### config.mk
export PLATFORM = sky130hd
export DESIGN_NAME = dsd_ctrl
export DESIGN_NICKNAME = d
export VERILOG_FILES = /design/src/sv/dsd_pkg.sv /design/src/sv/dsd_ctrl.sv
export SDC_FILE = /design/constraint.sdc
export NUM_CORES = 1
export LEC_CHECK = 0
export ABC_CLOCK_PERIOD_IN_PS = 1800
export BUFFER_PORTS_ARGS = -buffer_cell sky130_fd_sc_hd__buf_2
export CAP_MARGIN = 30
export CORE_AREA = 4 4 41 43
export CTS_BUF_LIST = sky130_fd_sc_hd__clkbuf_16
export DETAILED_ROUTE_END_ITERATION = 8
export DIE_AREA = 0 0 45 47
export PLACE_DENSITY = 0.64
export SLEW_MARGIN = 25
export SYNTH_ARGS = -nofsm -noshare
export SYNTH_HDL_FRONTEND = slang
export SYNTH_SLANG_ARGS = --single-unit
### constraint.sdc
create_clock -name clk -period 1.8 [get_ports clk]
set_input_delay 0.36 -clock clk [delete_from_list [all_inputs] [get_ports clk]]
set_output_delay 0.36 -clock clk [all_outputs]
set_load 0.02 [all_outputs]
### src/sv/dsd_pkg.sv
`default_nettype none
// ----------------------------------------------------------------------------
// dsd_pkg: shared types for the set dueling insertion unit
// Controller states, command and status structs, role codes.
// ----------------------------------------------------------------------------
package dsd_pkg;

  localparam logic [1:0] ROLE_FOLLOWER = 2'd0;
  localparam logic [1:0] ROLE_BIMODAL  = 2'd1;
  localparam logic [1:0] ROLE_LRU      = 2'd2;

  localparam logic [6:0] BIP_PERCENT = 7'd5;

  typedef enum logic [3:0] {
    ST_IDLE,
    ST_CLEAR,
    ST_LOAD,
    ST_SCAN,
    ST_SCAN_LAST,
    ST_DECIDE,
    ST_RANK_RD,
    ST_RANK_CMP,
    ST_RANK_WR,
    ST_DONE
  } state_t;

  typedef struct packed {
    logic capture;    // latch request
    logic clear_step; // clear one rank row and/or leader entry
    logic load_wr;    // write leader entry
    logic scan_start;
    logic scan_step;
    logic decide;     // update selector, choose promote
    logic rank_rd;    // issue rank row read
    logic rank_cmp;   // register old rank of target way
    logic rank_wr;    // write updated row
    logic out_load;
  } cmd_t;

  typedef struct packed {
    logic clear_last;
    logic scan_last;
    logic cpu_ok;
    logic is_load;
    logic do_promote;
    logic out_busy;
  } status_t;

endpackage

`default_nettype wire

### src/sv/dsd_ctrl.sv
`default_nettype none
// ----------------------------------------------------------------------------
// dsd_ctrl: sequencer for the insertion unit
// Clearing pass, leader load, leader scan, rank read-modify-write.
// ----------------------------------------------------------------------------
module dsd_ctrl (
  input  wire                 clk,
  input  wire                 rst,
  input  wire                 in_valid,
  output logic                in_stall,
  input  wire  dsd_pkg::status_t sts,
  output dsd_pkg::cmd_t       cmd
);
  import dsd_pkg::*;

  state_t state, state_next;

  always_ff @(posedge clk) begin
    if (rst) state <= ST_CLEAR;
    else     state <= state_next;
  end

  always_comb begin
    state_next = state;
    case (state)
      ST_CLEAR:     if (sts.clear_last) state_next = ST_IDLE;
      ST_IDLE:      if (in_valid) state_next = ST_LOAD;
      ST_LOAD: begin
        if (!sts.cpu_ok || sts.is_load) state_next = ST_DONE;
        else state_next = ST_SCAN;
      end
      ST_SCAN:      if (sts.scan_last) state_next = ST_SCAN_LAST;
      ST_SCAN_LAST: state_next = ST_DECIDE;
      ST_DECIDE:    state_next = ST_RANK_RD;
      ST_RANK_RD:   state_next = sts.do_promote ? ST_RANK_CMP : ST_DONE;
      ST_RANK_CMP:  state_next = ST_RANK_WR;
      ST_RANK_WR:   state_next = ST_DONE;
      ST_DONE:      if (!sts.out_busy) state_next = ST_IDLE;
      default:      state_next = ST_CLEAR;
    endcase
  end

  always_comb begin
    cmd = '0;
    in_stall = 1'b1;
    case (state)
      ST_CLEAR: cmd.clear_step = 1'b1;
      ST_IDLE: begin
        in_stall = 1'b0;
        cmd.capture = in_valid;
      end
      ST_LOAD: begin
        cmd.load_wr = sts.cpu_ok && sts.is_load;
        cmd.scan_start = 1'b1;
      end
      ST_SCAN:      cmd.scan_step = 1'b1;
      ST_SCAN_LAST: cmd.scan_step = 1'b1;
      ST_DECIDE:    cmd.decide = 1'b1;
      ST_RANK_RD:   cmd.rank_rd = 1'b1;
      ST_RANK_CMP:  cmd.rank_cmp = 1'b1;
      ST_RANK_WR:   cmd.rank_wr = 1'b1;
      ST_DONE:      cmd.out_load = !sts.out_busy;
      default: ;
    endcase
  end

  a_one_item: assert property (@(posedge clk) disable iff (rst)
    cmd.capture |=> state == ST_LOAD) else $error("capture did not start item");
  a_clear_stall: assert property (@(posedge clk) disable iff (rst)
    state == ST_CLEAR |-> in_stall) else $error("accepted during clear");
  a_wr_after_cmp: assert property (@(posedge clk) disable iff (rst)
    cmd.rank_wr |-> $past(cmd.rank_cmp)) else $error("rank write out of order");
endmodule

`default_nettype wire

After elaboration in Yosys (flattened, before gate mapping)
Index checks and enable logic that the tools add are counted.

storage, ports and cells
  bits in registers = 4
  word-level logic and storage cells = 38
  output and inout port bits = 11
  input port bits = 9

operators by class
  equal/unequal tests = 13
  mux-type cells = 17
  reductions and logical operators = 7

operators by type and width
  operator                                                                count
  4-bit one-hot mux with 10 select lines                                  1
  4-bit 2-to-1 mux                                                        6
  4-bit by 3-bit equality test with 1-bit output (second input constant)  4
  1-bit 2-to-1 mux                                                        9
  4-bit by 2-bit equality test with 1-bit output (second input constant)  2
  4-bit equality test (second input constant)                             2
  2-bit inequality test (second input constant)                           4
  4-bit by 1-bit equality test with 1-bit output (second input constant)  1
  4-bit zero test                                                         1
  4-bit AND reduction                                                     1
  1-bit zero test                                                         2
  2-bit 2-to-1 mux                                                        1
  2-bit OR reduction                                                      1
  1-bit logical AND                                                       1
  1-bit logical OR                                                        1

Longest topological paths before layout
  depth in word-level cells = 4
  depth in mapped cells = 5

Worst setup path after synthesis
Ideal clock, no wire load.

  path type = flip-flop to output port
  from = register state[2]
  to = output cmd[7] (netlist bit)
  arrival time = 1.238 ns
  required time = 1.440 ns
  cell stages (with the launch flop) = 4
  setup slack = 0.202 ns
  buffers on the path = 1
  path through = dfxtp_1 > buf_2 > nor3_2 > and3_1

RTL lines
  element                 RTL line        source
  from (decl)             dsd_ctrl.sv:16  state_t state, state_next;
  from (signal assigned)  dsd_ctrl.sv:20  else state <= state_next;
  to (decl)               dsd_ctrl.sv:12  output dsd_pkg::cmd_t cmd

==> impl_metrics.yaml <==
synth:
  syn_inst: 54
  synth_cell_types: 27
  synth.net_count: 63
  ys_seq_area_share_pct: 18.93
  synth-seq-cells: 4
  yosys_warnings: 0
  syn_avg_cell_area_um2: 7.832
  synth_area_um2: 422.9
route:
  vias: 455
  routedWlPerCell_um: 11.70
  dr.pass1.iters: 4
  drtAntennaViolNets: 0
  viasPerCell: 5.112
  drc: 0
  routed_wl_um: 1041
  detailedRoute.firstIterationViolations: 4
sta:
  finClkSkew_ns: 0.0001649
  max-slew-margin-rel_pct: 80.26
  fin_tns_setup_ns: 0
  setup_violations: 0
  fmax_ghz: 0.6113
  hold_viol_final: 0
  finalWorstPathRequiredPeriod_ns: 1.636
  rsz0062_at_grt: "false"
  worstMarginPinSlew_ns: 0.2961
  period_share_pct: 90.88
  maxSlewViolCount: 0
global_routing:
  grt_pass1_wl_um: 1814
  grt_pass1_vias: 411
  grt_overflow: 0
  antenna_found_initial: 0
  grt_usage_pct: 11.70
  grt_max_degree: 16
critical_path:
  cp_data_arrival_time_ns: 1.28
  end_kind: "output pin"
  critPathMaxFanout: 5
  crit_type: "flip-flop to output pin"
  required_ns: 1.44
  cp-start-kind: "flip-flop"
floorplan:
  start_util_pct: 32.50
  die_h_um: 47
  rows: 13
  die-area_mm2: 0.002115
  die_w_um: 45
  fp.coreArea_mm2: 0.001301
  ioPinCount: 20
clocking:
  clock_latency_ns: 0.22
  cts_max_level: 1
  cts_tree: "done"
  cts_buffers: 3
  cts_buffer_depth: 2
  clock_sinks: 4
  cts_root_buffer: "clkbuf_16"
  cts_setup_buffers: 0
  cts.clk_slew.worst_paths_ns: 0.03
power_and_ir_drop:
  p_switching_uw: 204.2
  switching_share_pct: 30.09
  p_leak_nw: 0.2812
  seq_power_share_pct: 19.1
  p_int_uw: 474.6
  p_comb_share_pct: 30.9
  vdd_drop_max_mv: 0.5974
  power_density_mw_per_mm2: 1137
  pwr-share-clk_pct: 50.0
final_layout:
  largest_register_ffs: 4
  drive_above_1_share_pct: 45.95
  largestRegisters: "state: 4 flops"
  post-route-util_pct: 45.87
  final_area_um2: 596.8
  regMostFlops: "state"
  final_nets: 85
  antenna_cells: 0
  area_growth_pct: 41.12
  final-instance-count-excl-fill: 89
outcome:
  outcome: "finished clean"
place:
  gp_congestion: 0.7485
  dp.cells: 86
  place_hpwl_um: 797.5
  placed_area_um2: 519.2
  io_buffers: 19
run:
  drv_cap: 0
hold_path:
  worst_hold_path_type: "input pin to flip-flop"
==> cell families after synthesis <==
| kind of cell | synth area share [%] |
|---|---|
| simple gates | 37.87 |
| compound gates | 31.36 |
| buf+inv | 9.468 |
| flops | 18.94 |
| mux | 2.367 |
==> path summary, 6_finish.rpt <==
path / endpoint / from / cells after the start / slack [ns]
min: state[1] / rst / 2 / 0.33
max reg2reg: state[0] / state[1] / 5 / 0.46
min reg2reg: state[3] / state[3] / 3 / 0.67
max: cmd[7] / state[3] / 4 / 0.16
==> power groups by stage <==
stage               Sequential (mW)  Combinational [mW]  Clock [mW]
global route                  0.133               0.231       0.355
detailed placement            0.129               0.210           0
floorplan                     0.112               0.186           0
CTS                           0.128               0.212       0.345
finish                        0.129               0.210       0.340
global placement              0.128               0.208           0
==> placed cells by master, fill, tap and decap left out, types with 2 or more instances in the layout <==
master,n
a21oi_1,2
a21oi_2,3
and3_1,2
buf_2,19
buf_4,2
clkbuf_16,3
dfxtp_1,2
dfxtp_2,2
inv_1,2
nand2_1,2
nand2b_1,5
nand3b_1,2
nor2_1,7
nor3_1,6
==> final cells by class <==
class                   count  area (um2)
fillers                   139       704.4
multi-input cells          44       302.8
repair buffers             21       110.1
flip-flops and latches      4       82.58
clock buffers               3       75.07
well taps                  15       18.77
inverters                   2       7.507
==> synth_stat cells, drive strengths merged <==
cell,number,area (um2)
a2111oi,1,27.53
and3,2,12.51
dfxtp,4,80.08
nand3b,2,15.01
o21a,1,7.510
mux2i,1,10.01
o2111a,1,11.26
nor3b,1,7.510
o21ai,2,13.76
a211o,1,8.760
nand2,3,13.77
nor3,7,40.04
buf,4,32.53
a21oi,5,36.29
or3,1,6.260
o211ai,1,7.510
inv,2,7.510
nand2b,5,31.28
nor2,7,26.28
a22oi,2,20.02
or2b,1,7.510
==> worst max-delay path, stage by stage, from the launching register on <==
cell      delay (ns)
dfxtp_1         0.29
nand2b_1        0.22
nor3_2          0.21
and3_1          0.18
buf_2           0.15
==> metal layers <==
| layer | global-route usage [%] | wire [um] | vias up |
|---|---|---|---|
| li1 | - | - | 237 |
| met1 | 13.21 | 427 | 202 |
| met2 | 20.06 | 516 | 14 |
| met3 | 3.831 | 87 | 2 |
| met4 | 5.263 | 9 | 0 |
| met5 | 0 | 0 | - |
==> repair_timing <==
item                                    in CTS  in global routing
hold buffers                                 0                  0
endpoints found under the setup margin       0                  7
gates resized for setup                      0                  2
==> per-stage QoR <==
step | hold slack (ns) | worst slack (ns) | total power [mW]
5_1_grt | 0.3360 | 0.1092 | 0.7189
6_report | 0.3344 | 0.1642 | 0.6788
3_5_place_dp | 0.5617 | 0.2915 | 0.3394
2_1_floorplan | 0.4224 | 0.2023 | 0.2973
3_3_place_gp | 0.5556 | 0.3264 | 0.3362
4_1_cts | 0.3313 | 0.02443 | 0.6853
(Power assumes the default switching activity.)
